**src/hdl/lfu_pkg.sv**
```systemverilog
// ----------------------------------------------------------------------------
// lfu_pkg
// Shared widths and constants of the LFU page replacement block.
// ----------------------------------------------------------------------------
package lfu_pkg;

   localparam int PAGE_W   = 16;   // page number width
   localparam int CFG_W    = 5;    // frames_in_use register width
   localparam int FIDX_W   = 4;    // result frame index width
   localparam int UCNT_W   = 16;   // result use count width
   localparam int FAULT_W  = 32;   // fault counter width

   localparam logic [CFG_W-1:0]   CFG_RESET = CFG_W'(16);
   localparam logic [FAULT_W-1:0] FAULT_MAX = {FAULT_W{1'b1}};

   typedef logic [PAGE_W-1:0]  page_type;
   typedef logic [CFG_W-1:0]   cfg_type;
   typedef logic [FAULT_W-1:0] fault_type;

endpackage

```
**src/hdl/lfu_ifs.sv**
```systemverilog
// ----------------------------------------------------------------------------
// lfu channel interfaces
// Valid/ready channels for page references, results and the register write.
// ----------------------------------------------------------------------------
interface lfu_req_if import lfu_pkg::*; ();
   logic     valid;
   logic     ready;
   page_type page_id;

   modport source (output valid, output page_id, input ready);
   modport sink   (input valid, input page_id, output ready);
endinterface

interface lfu_rsp_if import lfu_pkg::*; ();
   logic              valid;
   logic              ready;
   logic              hit;
   logic [FIDX_W-1:0] frame_index;
   logic              evicted_valid;
   page_type          evicted_page;
   logic [UCNT_W-1:0] use_count;
   fault_type         fault_total;

   modport source (output valid, output hit, output frame_index, output evicted_valid,
                   output evicted_page, output use_count, output fault_total, input ready);
   modport sink   (input valid, input hit, input frame_index, input evicted_valid,
                   input evicted_page, input use_count, input fault_total, output ready);
endinterface

interface lfu_csr_if import lfu_pkg::*; ();
   logic    valid;
   logic    ready;
   cfg_type frames_in_use;

   modport source (output valid, output frames_in_use, input ready);
   modport sink   (input valid, input frames_in_use, output ready);
endinterface

```
**src/hdl/lfu_page_replacement.sv**
```systemverilog
// ----------------------------------------------------------------------------
// lfu_page_replacement
// LFU page replacement: one page reference in, one hit/fill result out.
// ----------------------------------------------------------------------------
// Idle takes a request, scan reads the active frames over the single RAM read
//   port, last compares the final entry, and write commits the frame and loads
//   the result register once it is free. Requests are taken only in idle, also
//   while the previous result still waits in the output register.
// Reset: synchronous, active high; all frames empty, fault count zero,
//   frames_in_use back to 16. No clearing pass, valid bits clear at once.
module lfu_page_replacement import lfu_pkg::*; #(
   parameter int FRAMES     = 16,
   parameter int COUNT_BITS = 16
) (
   input  logic      clock,
   input  logic      reset,
   lfu_req_if.sink   req_chan,
   lfu_rsp_if.source rsp_chan,
   lfu_csr_if.sink   csr_chan
);

   localparam int IDX_W = (FRAMES > 1) ? $clog2(FRAMES) : 1;
   localparam int ACT_W = 7;  // holds up to 127 and the 5-bit register value
   localparam logic [ACT_W-1:0]      ACT_MAX   = ACT_W'(FRAMES);
   localparam logic [COUNT_BITS-1:0] COUNT_MAX = {COUNT_BITS{1'b1}};
   localparam logic [COUNT_BITS-1:0] COUNT_ONE = COUNT_BITS'(1);

   localparam logic [1:0] ST_IDLE  = 2'd0;
   localparam logic [1:0] ST_SCAN  = 2'd1;
   localparam logic [1:0] ST_LAST  = 2'd2;
   localparam logic [1:0] ST_WRITE = 2'd3;

   // ---------------------------------------------------------------- config
   cfg_type cfg_ff;
   assign csr_chan.ready = 1'b1;

   always_ff @(posedge clock) begin
      if (reset) cfg_ff <= CFG_RESET;
      else if (csr_chan.valid) cfg_ff <= csr_chan.frames_in_use;
   end

   // 0 acts as 1, anything above FRAMES acts as FRAMES
   logic [ACT_W-1:0] cfg_wide;
   logic [ACT_W-1:0] act_frames;
   logic [IDX_W-1:0] last_idx;
   assign cfg_wide = ACT_W'(cfg_ff);
   always_comb begin
      priority if (cfg_wide == '0)     act_frames = ACT_W'(1);
      else if     (cfg_wide > ACT_MAX) act_frames = ACT_MAX;
      else                             act_frames = cfg_wide;
   end
   assign last_idx = IDX_W'(act_frames - ACT_W'(1));

   // ---------------------------------------------------------------- table
   logic                  tb_rd_valid;
   page_type              tb_rd_page;
   logic [COUNT_BITS-1:0] tb_rd_count;
   logic                  tb_wr_en;
   logic [IDX_W-1:0]      tb_wr_idx;
   logic [COUNT_BITS-1:0] tb_wr_count;

   logic [1:0]            state_ff,    state_in;
   page_type              page_ff,     page_in;
   logic [IDX_W-1:0]      rd_idx_ff,   rd_idx_in;
   logic [IDX_W-1:0]      last_ff,     last_in;
   logic                  pend_ff;
   logic [IDX_W-1:0]      pend_idx_ff;
   logic                  found_ff,    found_in;
   logic [IDX_W-1:0]      hit_idx_ff,  hit_idx_in;
   logic [COUNT_BITS-1:0] hit_cnt_ff,  hit_cnt_in;
   logic [COUNT_BITS-1:0] best_cnt_ff, best_cnt_in;
   logic [IDX_W-1:0]      vic_idx_ff,  vic_idx_in;
   logic                  vic_vld_ff,  vic_vld_in;
   page_type              vic_page_ff, vic_page_in;
   fault_type             fault_ff,    fault_in;

   lfu_frame_table #(
      .FRAMES     (FRAMES),
      .COUNT_BITS (COUNT_BITS),
      .IDX_W      (IDX_W)
   ) u_table (
      .clock    (clock),
      .reset    (reset),
      .rd_en    (state_ff == ST_SCAN),
      .rd_idx   (rd_idx_ff),
      .rd_valid (tb_rd_valid),
      .rd_page  (tb_rd_page),
      .rd_count (tb_rd_count),
      .wr_en    (tb_wr_en),
      .wr_idx   (tb_wr_idx),
      .wr_page  (page_ff),
      .wr_count (tb_wr_count)
   );

   // ---------------------------------------------------------------- result reg
   logic                  rsp_valid_ff, rsp_valid_in;
   logic                  rsp_hit_ff,   rsp_hit_in;
   logic [FIDX_W-1:0]     rsp_fidx_ff,  rsp_fidx_in;
   logic                  rsp_evv_ff,   rsp_evv_in;
   page_type              rsp_evp_ff,   rsp_evp_in;
   logic [UCNT_W-1:0]     rsp_ucnt_ff,  rsp_ucnt_in;
   fault_type             rsp_fault_ff, rsp_fault_in;

   logic out_free;
   assign out_free = !rsp_valid_ff || rsp_chan.ready;

   assign req_chan.ready         = (state_ff == ST_IDLE);
   assign rsp_chan.valid         = rsp_valid_ff;
   assign rsp_chan.hit           = rsp_hit_ff;
   assign rsp_chan.frame_index   = rsp_fidx_ff;
   assign rsp_chan.evicted_valid = rsp_evv_ff;
   assign rsp_chan.evicted_page  = rsp_evp_ff;
   assign rsp_chan.use_count     = rsp_ucnt_ff;
   assign rsp_chan.fault_total   = rsp_fault_ff;

   // ---------------------------------------------------------------- sequencer
   logic [IDX_W-1:0]      slot;
   logic [COUNT_BITS-1:0] new_cnt;
   logic [31:0]           slot_wide;
   logic [31:0]           cnt_wide;

   always_comb begin
      state_in     = state_ff;
      page_in      = page_ff;
      rd_idx_in    = rd_idx_ff;
      last_in      = last_ff;
      found_in     = found_ff;
      hit_idx_in   = hit_idx_ff;
      hit_cnt_in   = hit_cnt_ff;
      best_cnt_in  = best_cnt_ff;
      vic_idx_in   = vic_idx_ff;
      vic_vld_in   = vic_vld_ff;
      vic_page_in  = vic_page_ff;
      fault_in     = fault_ff;
      rsp_valid_in = rsp_valid_ff && !rsp_chan.ready;
      rsp_hit_in   = rsp_hit_ff;
      rsp_fidx_in  = rsp_fidx_ff;
      rsp_evv_in   = rsp_evv_ff;
      rsp_evp_in   = rsp_evp_ff;
      rsp_ucnt_in  = rsp_ucnt_ff;
      rsp_fault_in = rsp_fault_ff;
      tb_wr_en     = 1'b0;

      // hit frame or victim, and its count after this reference
      slot    = found_ff ? hit_idx_ff : vic_idx_ff;
      new_cnt = found_ff ? ((hit_cnt_ff == COUNT_MAX) ? hit_cnt_ff : hit_cnt_ff + COUNT_ONE)
                         : COUNT_ONE;
      slot_wide   = 32'(slot);
      cnt_wide    = 32'(new_cnt);
      tb_wr_idx   = slot;
      tb_wr_count = new_cnt;

      // compare the entry read last cycle: first match wins, strict min for victim
      if (pend_ff) begin
         if (!found_ff && tb_rd_valid && tb_rd_page == page_ff) begin
            found_in   = 1'b1;
            hit_idx_in = pend_idx_ff;
            hit_cnt_in = tb_rd_count;
         end
         if (pend_idx_ff == '0 || tb_rd_count < best_cnt_ff) begin
            best_cnt_in = tb_rd_count;
            vic_idx_in  = pend_idx_ff;
            vic_vld_in  = tb_rd_valid;
            vic_page_in = tb_rd_page;
         end
      end

      unique case (state_ff)
         ST_IDLE: begin
            if (req_chan.valid) begin
               page_in   = req_chan.page_id;
               last_in   = last_idx;
               rd_idx_in = '0;
               found_in  = 1'b0;
               state_in  = ST_SCAN;
            end
         end
         ST_SCAN: begin
            if (rd_idx_ff == last_ff) state_in = ST_LAST;
            else rd_idx_in = rd_idx_ff + IDX_W'(1);
         end
         ST_LAST: begin
            state_in = ST_WRITE;
         end
         ST_WRITE: begin
            // commit only once the result register can take the transfer
            if (out_free) begin
               tb_wr_en = 1'b1;
               if (!found_ff && fault_ff != FAULT_MAX) fault_in = fault_ff + FAULT_W'(1);
               rsp_valid_in = 1'b1;
               rsp_hit_in   = found_ff;
               rsp_fidx_in  = slot_wide[FIDX_W-1:0];
               rsp_evv_in   = !found_ff && vic_vld_ff;
               rsp_evp_in   = (!found_ff && vic_vld_ff) ? vic_page_ff : '0;
               rsp_ucnt_in  = cnt_wide[UCNT_W-1:0];
               rsp_fault_in = (!found_ff && fault_ff != FAULT_MAX) ?
                              fault_ff + FAULT_W'(1) : fault_ff;
               state_in     = ST_IDLE;
            end
         end
         default: state_in = ST_IDLE;
      endcase
   end

   always_ff @(posedge clock) begin
      if (reset) begin
         state_ff     <= ST_IDLE;
         pend_ff      <= 1'b0;
         fault_ff     <= '0;
         rsp_valid_ff <= 1'b0;
         found_ff     <= 1'b0;
      end else begin
         state_ff     <= state_in;
         pend_ff      <= (state_ff == ST_SCAN);
         fault_ff     <= fault_in;
         rsp_valid_ff <= rsp_valid_in;
         found_ff     <= found_in;
      end
   end

   always_ff @(posedge clock) begin
      page_ff      <= page_in;
      rd_idx_ff    <= rd_idx_in;
      last_ff      <= last_in;
      pend_idx_ff  <= rd_idx_ff;
      hit_idx_ff   <= hit_idx_in;
      hit_cnt_ff   <= hit_cnt_in;
      best_cnt_ff  <= best_cnt_in;
      vic_idx_ff   <= vic_idx_in;
      vic_vld_ff   <= vic_vld_in;
      vic_page_ff  <= vic_page_in;
      rsp_hit_ff   <= rsp_hit_in;
      rsp_fidx_ff  <= rsp_fidx_in;
      rsp_evv_ff   <= rsp_evv_in;
      rsp_evp_ff   <= rsp_evp_in;
      rsp_ucnt_ff  <= rsp_ucnt_in;
      rsp_fault_ff <= rsp_fault_in;
   end

endmodule

```
**src/hdl/lfu_frame_table.sv**
```systemverilog
// ----------------------------------------------------------------------------
// lfu_frame_table
// Frame store: page and use count in a synchronous RAM, valid bits in flops.
// An empty frame reads as page 0, count 0.
// ----------------------------------------------------------------------------
module lfu_frame_table import lfu_pkg::*; #(
   parameter int FRAMES     = 16,
   parameter int COUNT_BITS = 16,
   parameter int IDX_W      = 4
) (
   input  logic                  clock,
   input  logic                  reset,
   input  logic                  rd_en,
   input  logic [IDX_W-1:0]      rd_idx,
   output logic                  rd_valid,
   output page_type              rd_page,
   output logic [COUNT_BITS-1:0] rd_count,
   input  logic                  wr_en,
   input  logic [IDX_W-1:0]      wr_idx,
   input  page_type              wr_page,
   input  logic [COUNT_BITS-1:0] wr_count
);

   page_type              mem_page  [FRAMES];
   logic [COUNT_BITS-1:0] mem_count [FRAMES];
   logic [FRAMES-1:0]     valid_ff;

   page_type              q_page_ff;
   logic [COUNT_BITS-1:0] q_count_ff;
   logic                  q_valid_ff;

   always_ff @(posedge clock) begin
      if (wr_en) begin
         mem_page[wr_idx]  <= wr_page;
         mem_count[wr_idx] <= wr_count;
      end
      if (rd_en) begin
         q_page_ff  <= mem_page[rd_idx];
         q_count_ff <= mem_count[rd_idx];
      end
   end

   always_ff @(posedge clock) begin
      if (reset) begin
         valid_ff   <= '0;
         q_valid_ff <= 1'b0;
      end else begin
         if (wr_en) valid_ff[wr_idx] <= 1'b1;
         if (rd_en) q_valid_ff <= valid_ff[rd_idx];
      end
   end

   // entries not written since reset are masked to zero
   assign rd_valid = q_valid_ff;
   assign rd_page  = q_valid_ff ? q_page_ff  : '0;
   assign rd_count = q_valid_ff ? q_count_ff : '0;

endmodule

```
**src/flat_wrapper.sv**
```systemverilog
// flat-port wrapper written by rule: the top's interface ports become plain ports
module lfu_page_replacement_flat import lfu_pkg::*;
#(
   parameter int FRAMES     = 16,
   parameter int COUNT_BITS = 16
)
  (clock, reset, req_chan_valid, req_chan_page_id, req_chan_ready, rsp_chan_valid, rsp_chan_hit, rsp_chan_frame_index, rsp_chan_evicted_valid, rsp_chan_evicted_page, rsp_chan_use_count, rsp_chan_fault_total, rsp_chan_ready, csr_chan_valid, csr_chan_frames_in_use, csr_chan_ready);
  lfu_req_if req_chan_i ();
  lfu_rsp_if rsp_chan_i ();
  lfu_csr_if csr_chan_i ();
  input  logic clock;
  input  logic reset;
  input wire logic [$bits(req_chan_i.valid)-1:0] req_chan_valid;
  input wire logic [$bits(req_chan_i.page_id)-1:0] req_chan_page_id;
  output wire logic [$bits(req_chan_i.ready)-1:0] req_chan_ready;
  output wire logic [$bits(rsp_chan_i.valid)-1:0] rsp_chan_valid;
  output wire logic [$bits(rsp_chan_i.hit)-1:0] rsp_chan_hit;
  output wire logic [$bits(rsp_chan_i.frame_index)-1:0] rsp_chan_frame_index;
  output wire logic [$bits(rsp_chan_i.evicted_valid)-1:0] rsp_chan_evicted_valid;
  output wire logic [$bits(rsp_chan_i.evicted_page)-1:0] rsp_chan_evicted_page;
  output wire logic [$bits(rsp_chan_i.use_count)-1:0] rsp_chan_use_count;
  output wire logic [$bits(rsp_chan_i.fault_total)-1:0] rsp_chan_fault_total;
  input wire logic [$bits(rsp_chan_i.ready)-1:0] rsp_chan_ready;
  input wire logic [$bits(csr_chan_i.valid)-1:0] csr_chan_valid;
  input wire logic [$bits(csr_chan_i.frames_in_use)-1:0] csr_chan_frames_in_use;
  output wire logic [$bits(csr_chan_i.ready)-1:0] csr_chan_ready;
  assign req_chan_i.valid = req_chan_valid;
  assign req_chan_i.page_id = req_chan_page_id;
  assign req_chan_ready = req_chan_i.ready;
  assign rsp_chan_valid = rsp_chan_i.valid;
  assign rsp_chan_hit = rsp_chan_i.hit;
  assign rsp_chan_frame_index = rsp_chan_i.frame_index;
  assign rsp_chan_evicted_valid = rsp_chan_i.evicted_valid;
  assign rsp_chan_evicted_page = rsp_chan_i.evicted_page;
  assign rsp_chan_use_count = rsp_chan_i.use_count;
  assign rsp_chan_fault_total = rsp_chan_i.fault_total;
  assign rsp_chan_i.ready = rsp_chan_ready;
  assign csr_chan_i.valid = csr_chan_valid;
  assign csr_chan_i.frames_in_use = csr_chan_frames_in_use;
  assign csr_chan_ready = csr_chan_i.ready;
  lfu_page_replacement #(.FRAMES(FRAMES), .COUNT_BITS(COUNT_BITS)) u_core (.clock(clock), .reset(reset), .req_chan(req_chan_i), .rsp_chan(rsp_chan_i), .csr_chan(csr_chan_i));
endmodule
```
**config.mk**
```make
export PLATFORM = sky130hd
export DESIGN_NAME = lfu_page_replacement_flat
export DESIGN_NICKNAME = d
export VERILOG_FILES = /design/src/hdl/lfu_pkg.sv /design/src/hdl/lfu_ifs.sv /design/src/hdl/lfu_page_replacement.sv /design/src/hdl/lfu_frame_table.sv /design/src/flat_wrapper.sv
export SDC_FILE = /design/constraint.sdc
export NUM_CORES = 1
export LEC_CHECK = 0
export ABC_AREA = 1
export ABC_CLOCK_PERIOD_IN_PS = 8300
export BUFFER_PORTS_ARGS = -buffer_cell sky130_fd_sc_hd__buf_2
export CAP_MARGIN = 20
export CORE_MARGIN = 3
export CORE_UTILIZATION = 39
export DETAILED_ROUTE_END_ITERATION = 10
export PLACE_DENSITY_LB_ADDON = 0.05
export SLEW_MARGIN = 20
export SYNTH_ARGS = -nofsm -noshare
export SYNTH_HDL_FRONTEND = slang
export SYNTH_SLANG_ARGS = --single-unit
```
**constraint.sdc**
```tcl
create_clock -name clock -period 8.3 [get_ports clock]
set_input_delay 2.075 -clock clock [delete_from_list [all_inputs] [get_ports clock]]
set_output_delay 2.075 -clock clock [all_outputs]
set_load 0.02 [all_outputs]
```
# == Yosys cells after proc, flatten, opt, wreduce, memory -nomap -nowiden ==
# Memories as Yosys holds them, arrays and structs flattened. A register that Yosys moved wholly into a read port is not among the register bits.
# Index checks and enable logic that the tools add are counted.
# classes
n_addsub,4
magnitude_cmp,5
n_eq_ne,11
n_mux,29
n_bitwise,1
reduce_logical,21
# op_table
operator,n
$mux 16,4
$add 32x1->32 const B,1
$mux 32,1
$ne 32x32->1 const B,1
$mux 4,5
$add 16x1->16 const B,1
$eq 16x16->1,1
$eq 16x16->1 const B,1
$lt 16x16->1,1
$or 16x16->16,1
$mux 1,12
$lt 4x5->1 const B,2
$pmux 2 s4,1
$pmux 4 s2,1
$reduce_and 2->1,4
$logic_not 7->1,1
$logic_and 1x1->1,6
$mux 2,3
$reduce_and 3->1,2
$gt 5x5->1 const B,1
$add 4x1->4 const B,1
$bmux 1 s4,1
$demux 1 s4,1
$eq 2x2->1 const B,2
11 further kinds,16
# word_totals
regBits,214
mem_bits_rw,512
input_bits,26
elab_cells,97
n_memories,2
# memory_table
memory,depth,width,read_ports,rd_ports_with_merged_regs,write_ports,line,source
u_core.u_table.mem_count,16,16,1,1,1,lfu_frame_table.sv:25,logic [COUNT_BITS-1:0] mem_count [FRAMES];
u_core.u_table.mem_page,16,16,1,1,1,lfu_frame_table.sv:24,page_type mem_page [FRAMES];

# == Logic depth before layout (Yosys ltp) ==
# logic_depth
word_depth,7
depth_mapped,15
ltp_nobuf,12

# == By module ==
# From an unflattened synthesis, not the netlist that was laid out.
# unflattened
cells_unflattened,2706
hier_area_um2,31317.5
# by_module_without_submodules
mod,n_inst,cells_each,area_each_um2
lfu_frame_table,1,1697,21996.1
lfu_page_replacement,1,1009,9321.4

# == Worst setup path before layout ==
# No wires, ideal clock.
# synth_timing
path_type,register to register
start,register u_core.u_table.q_valid_ff (netlist: u_core.u_table.rd_valid)
end,register u_core.best_cnt_ff[0] (enable)
arrival_time_ps,3608
slack_ps,4248
stages_incl_launch_ff,14
period_less_slack_ps,4052
cell_sequence,dfxtp_1 clkbuf_1 buf_2 buf_1 nand2_1 inv_1 ha_1 a21oi_1 nor2_1 nor3_1 nand2_1 nand2_1 nand2_1 a21oi_1
# synth_between
elab_chain_len,4
# synth_lines
element,line,source
from (decl),lfu_frame_table.sv:30,logic q_valid_ff;
from (signal assigned),lfu_frame_table.sv:49,if (rd_en) q_valid_ff <= valid_ff[rd_idx];
$mux 16,lfu_frame_table.sv:56,assign rd_count = q_valid_ff ? q_count_ff : '0;
net u_core.tb_rd_count[5],lfu_page_replacement.sv:57,logic [COUNT_BITS-1:0] tb_rd_count;
$lt 16x16->1,lfu_page_replacement.sv:160,if (pend_idx_ff == '0 || tb_rd_count < best_cnt_ff) begin
$logic_or 1x1->1,lfu_page_replacement.sv:160,
$reduce_and 2->1 (no source line),--,
to (signal assigned),lfu_page_replacement.sv:228,best_cnt_ff <= best_cnt_in;
to (decl),lfu_page_replacement.sv:71,"logic [COUNT_BITS-1:0] best_cnt_ff, best_cnt_in;"
# The timed path passes the listed nets, and every way through them passes these cells.
# A chain may end at the register's enable or synchronous reset.

# == Worst setup path in the final report ==
# layout_timing
start,input rsp_chan_ready
end,memory u_core.u_table.mem_count[7][2] (enable)
# layout_between
elab_chain_len,5
# layout_lines
element,line,source
from (decl),flat_wrapper.sv:23,input wire logic [$bits(rsp_chan_i.ready)-1:0] rsp_chan_ready;
$logic_or 1x1->1,lfu_page_replacement.sv:105,assign out_free = !rsp_valid_ff || rsp_chan.ready;
$mux 1,lfu_page_replacement.sv:187,if (out_free) begin
$mux 1,lfu_page_replacement.sv:168,unique case (state_ff)
$mux 1,lfu_frame_table.sv:33,if (wr_en) begin
$mux 1 (not written as such),lfu_frame_table.sv:35,mem_count[wr_idx] <= wr_count;
to (decl),lfu_frame_table.sv:25,
# Every way passes these cells.

==> metrics.txt <==
# TYPE chip_impl_metric gauge
chip_impl_metric{name="synth_seq_cells",unit=""} 758
chip_impl_metric{name="initial_utilization",unit=""} 0.3970
chip_impl_metric{name="grt_overflow",unit=""} 0
chip_impl_metric{name="drt_first_pass_iters",unit=""} 6
chip_impl_metric{name="cts.repair_timing.setup_buffer_count",unit=""} 0
chip_impl_info{name="rsz_0062_raised_after_global_routing",value="no"} 1
chip_impl_metric{name="areaGrowthSynthToFinish",unit="%"} 13.20
chip_impl_metric{name="synth_top_cell_area_share",unit=""} 0.6731
chip_impl_metric{name="drt_first_iter_violations",unit=""} 1434
chip_impl_metric{name="ys_warn_count",unit=""} 0
chip_impl_metric{name="synth_area",unit="µm²"} 31010
chip_impl_metric{name="simple_gate_portion_of_the_synthesized_area",unit=""} 0.1239
chip_impl_metric{name="detail-route-antenna-nets",unit=""} 0
chip_impl_metric{name="fp.dieW",unit="µm"} 288.0
chip_impl_metric{name="max_slew.worst_pin.slew",unit="ps"} 1100
chip_impl_metric{name="layout-drive-gt1-share",unit=""} 0.1154
chip_impl_metric{name="synth_fa_ha_area_frac",unit=""} 0.009281
chip_impl_metric{name="maxSlewViolCount",unit=""} 0
chip_impl_info{name="cts_root_buffer",value="clkbuf_16"} 1
chip_impl_info{name="status",value="complete, no violations"} 1
chip_impl_metric{name="postLayoutCoreUtil",unit=""} 0.4494
chip_impl_metric{name="synth_compound_gate_area_share",unit=""} 0.09918
chip_impl_info{name="yosysTopAreaCell",value="edfxtp_1"} 1
chip_impl_metric{name="grt_pass1_vias",unit=""} 19559
chip_impl_info{name="critPathLaunchType",value="input pin"} 1
chip_impl_info{name="timing.critical_path.to_type",value="flop"} 1
chip_impl_metric{name="post_synth.cell_area_avg",unit="µm²"} 11.91
chip_impl_metric{name="synth_xor_xnor_area_share",unit=""} 0.009321
chip_impl_metric{name="place_hpwl",unit="µm"} 46240
chip_impl_metric{name="pin_count",unit=""} 99
chip_impl_metric{name="insertion_delay",unit="ps"} 620
chip_impl_metric{name="max_cap_viol_count",unit=""} 0
chip_impl_metric{name="timing.final.hold_violations",unit=""} 0
chip_impl_info{name="tritoncts",value="built"} 1
chip_impl_metric{name="crit_fanout",unit=""} 33
chip_impl_metric{name="met2_length",unit="µm"} 38280
chip_impl_metric{name="core",unit="µm²"} 78100
chip_impl_metric{name="finish.net_count",unit=""} 2726
chip_impl_metric{name="ys_async_sr_fraction",unit=""} 0
chip_impl_metric{name="dieHeight",unit="µm"} 288.0
chip_impl_metric{name="powerDensity",unit="nW/µm²"} 319.2
chip_impl_metric{name="synth_fp_nets",unit=""} 2653
chip_impl_metric{name="number_of_buffers_added_to_fix_hold_violations_after_cts",unit=""} 0
chip_impl_metric{name="cts-resized-gates",unit=""} 0
chip_impl_metric{name="diodes",unit=""} 0
chip_impl_metric{name="max-clock-path-buffers",unit=""} 3
chip_impl_metric{name="max-vdd-ir-drop",unit="µV"} 185.5
chip_impl_metric{name="vias_per_cell",unit=""} 5.247
chip_impl_metric{name="synth_cell_types",unit=""} 41
chip_impl_metric{name="place_congestion",unit=""} 0.8639
chip_impl_metric{name="minimum_clock_period",unit="ps"} 3704
chip_impl_metric{name="h-tree-depth",unit=""} 3
chip_impl_metric{name="synth_edf_count",unit=""} 695
chip_impl_metric{name="largest_net_degree_at_the_start_of_global_routing",unit=""} 128
chip_impl_metric{name="drc",unit=""} 0
chip_impl_info{name="hold_path_class",value="reg2reg"} 1
chip_impl_info{name="largest_family_of_logic_cells_by_synthesized_area",value="simple AND/OR/NAND/NOR gates"} 1
chip_impl_metric{name="setup_tns_final",unit="ps"} 0
chip_impl_metric{name="setup_viol",unit=""} 0
chip_impl_metric{name="netlist_instances",unit=""} 2604
chip_impl_metric{name="clock.fmax",unit="GHz"} 0.2700
chip_impl_metric{name="detailedPlace.worstSlack",unit="ps"} 3916
chip_impl_metric{name="met3_length",unit="µm"} 3889
chip_impl_metric{name="vias",unit=""} 19875
chip_impl_info{name="maxUsedRoutingLayer",value="met4"} 1
chip_impl_metric{name="n_fill_cell",unit=""} 7230
chip_impl_metric{name="cts_made_buffers",unit=""} 84
chip_impl_info{name="final_cell_mix",value="edfxtp_1 (695), nor2_1 (413), nand2_1 (348), o21ai_0 (285), inv_1 (179)"} 1
chip_impl_metric{name="timing.max_slew.rel_slack",unit=""} 0.2655
chip_impl_metric{name="drt_wl_total",unit="µm"} 82220
chip_impl_metric{name="synth_sequential_area_ratio",unit=""} 0.7137
chip_impl_metric{name="post_route_clock_skew",unit="ps"} 12.29
chip_impl_metric{name="finalWorstSetupSlack",unit="ps"} 4596
chip_impl_metric{name="fin_crit_sh",unit=""} 0.4462
chip_impl_metric{name="numPortBuffers",unit=""} 97
chip_impl_metric{name="clock_input_transition_at_the_sequential_cells_of_the_worst_setup_and_hold_paths",unit="ps"} 60
chip_impl_metric{name="synth.mux.area_fraction",unit=""} 0
chip_impl_metric{name="grt_pass1_wl",unit="µm"} 123600
chip_impl_metric{name="critPathArrivalTime",unit="ps"} 3780
chip_impl_info{name="worst-setup-path-type",value="in2reg"} 1
chip_impl_metric{name="routedLengthMet1",unit="µm"} 38270
chip_impl_metric{name="grt_usage",unit=""} 0.1978
chip_impl_info{name="synth_top_flop_cell",value="edfxtp_1"} 1
chip_impl_metric{name="rows",unit=""} 102
chip_impl_metric{name="cellLeakagePower",unit="µW"} 0.01268
chip_impl_metric{name="routedWlPerCell",unit="µm"} 21.71
chip_impl_info{name="layout.cells.most_common",value="edfxtp_1"} 1
chip_impl_metric{name="number_of_antenna_violations_at_the_first_check_in_global_routing",unit=""} 2
chip_impl_info{name="synthTopCellsByArea",value="edfxtp_1 (67%), nor2_1 (5.0%), o21ai_0 (4.6%), nand2_1 (4.2%), dfxtp_1 (4.1%)"} 1
chip_impl_metric{name="die_area",unit="µm²"} 82920
chip_impl_metric{name="cts_num_sinks",unit=""} 758
chip_impl_metric{name="critPathRequiredTime",unit="ps"} 8370
-- sequential cells by signal, summed over array words and instances, names as in the netlist, 32 cells and up --
register / count
u_core.u_table.mem_count: 256
u_core.u_table.mem_page: 256
u_core.fault_ff: 32
u_core.rsp_chan.fault_total: 32
-- final cells by class --
| type | instances | area (µm²) | area share |
|---|---|---|---|
| Sequential cell | 758 | 22130 | 0.6305 |
| Clock buffer | 100 | 2226 | 0.06342 |
| Clock inverter | 57 | 419.2 | 0.01194 |
| Tap cell | 1040 | 1301 | 0.03707 |
| Timing Repair Buffer | 124 | 719.4 | 0.02050 |
| Multi-Input combinational cell | 1506 | 7527 | 0.2145 |
| Inverter | 203 | 774.5 | 0.02207 |
-- power breakdown --
part / switching, µW / internal (µW) / leakage, µW
Sequential: 206 / 4600 / 0.00697
Clock: 1530 / 2070 / 0.00131
Combinational: 2050 / 752 / 0.00440
Total: 3780 / 7420 / 0.0127
-- per-layer routing --
metal | up-vias | track usage
met5 | - | 0
met4 | 0 | 0.04749
met3 | 113 | 0.03143
met2 | 457 | 0.3189
met1 | 9914 | 0.2812
li1 | 9391 | -
-- cells in the mapped netlist, types with 4 or more instances --
library cell    n
inv_2           4
ha_1           23
clkbuf_1       87
buf_6           5
nor2_1        417
edfxtp_1      695
nand2_2        22
or2_2           9
nand4_1         9
buf_1           6
inv_1         196
xor2_1         23
a21oi_1        50
o22ai_1        34
buf_4           5
o221ai_1       95
dfxtp_1        63
nor3_1         11
xnor2_1        10
o21ai_1         5
buf_2          34
o211ai_1       37
o21ai_0       286
nand3_1       104
nand2_1       348
-- kinds of logic (layout without fill, tap and decap cells) --
kind of cell	Yosys count	count (layout)
AOI/OAI and AO/OA	513	513
xor gates and xnor gates	33	33
adders and majority gates	23	23
buffers and inverters	340	484
DFF	758	758
other	1	1
and+or+nand+nor	936	936
-- critical path, stage by stage --
cell	delay (ps)
buf_2	90
inv_1	40
nand2_1	80
nand2_1	80
buf_4	370
nor3_1	170
nand2_1	120
clkinv_2	710
-- worst paths after layout --
path	cells past startpoint	end	slack, ps	start
max reg2reg	7	u_core.u_table.q_count_ff[7]	4610	u_core.rd_idx_ff[1]
max	8	u_core.u_table.mem_count[7][2]	4600	rsp_chan_ready
min reg2reg	0	u_core.hit_idx_ff[3]	450	u_core.pend_idx_ff[3]
min	0	u_core.hit_idx_ff[3]	450	u_core.pend_idx_ff[3]
-- stage by stage --
step | power, µW | std cells | area [µm²] | hold slack [ps]
after floorplan | 6686 | 2604 | 31010 | 346.2
after CTS | 11320 | 3787 | 35070 | 458.3
final | 11200 | 3788 | 35100 | 453.1
after global routing | 11810 | 3788 | 35100 | 480.6
after detailed placement | 7715 | 3630 | 32420 | 444.0
after global placement | 7681 | 3630 | 32420 | 436.9
No activity file was read; power rests on OpenSTA's default activity.
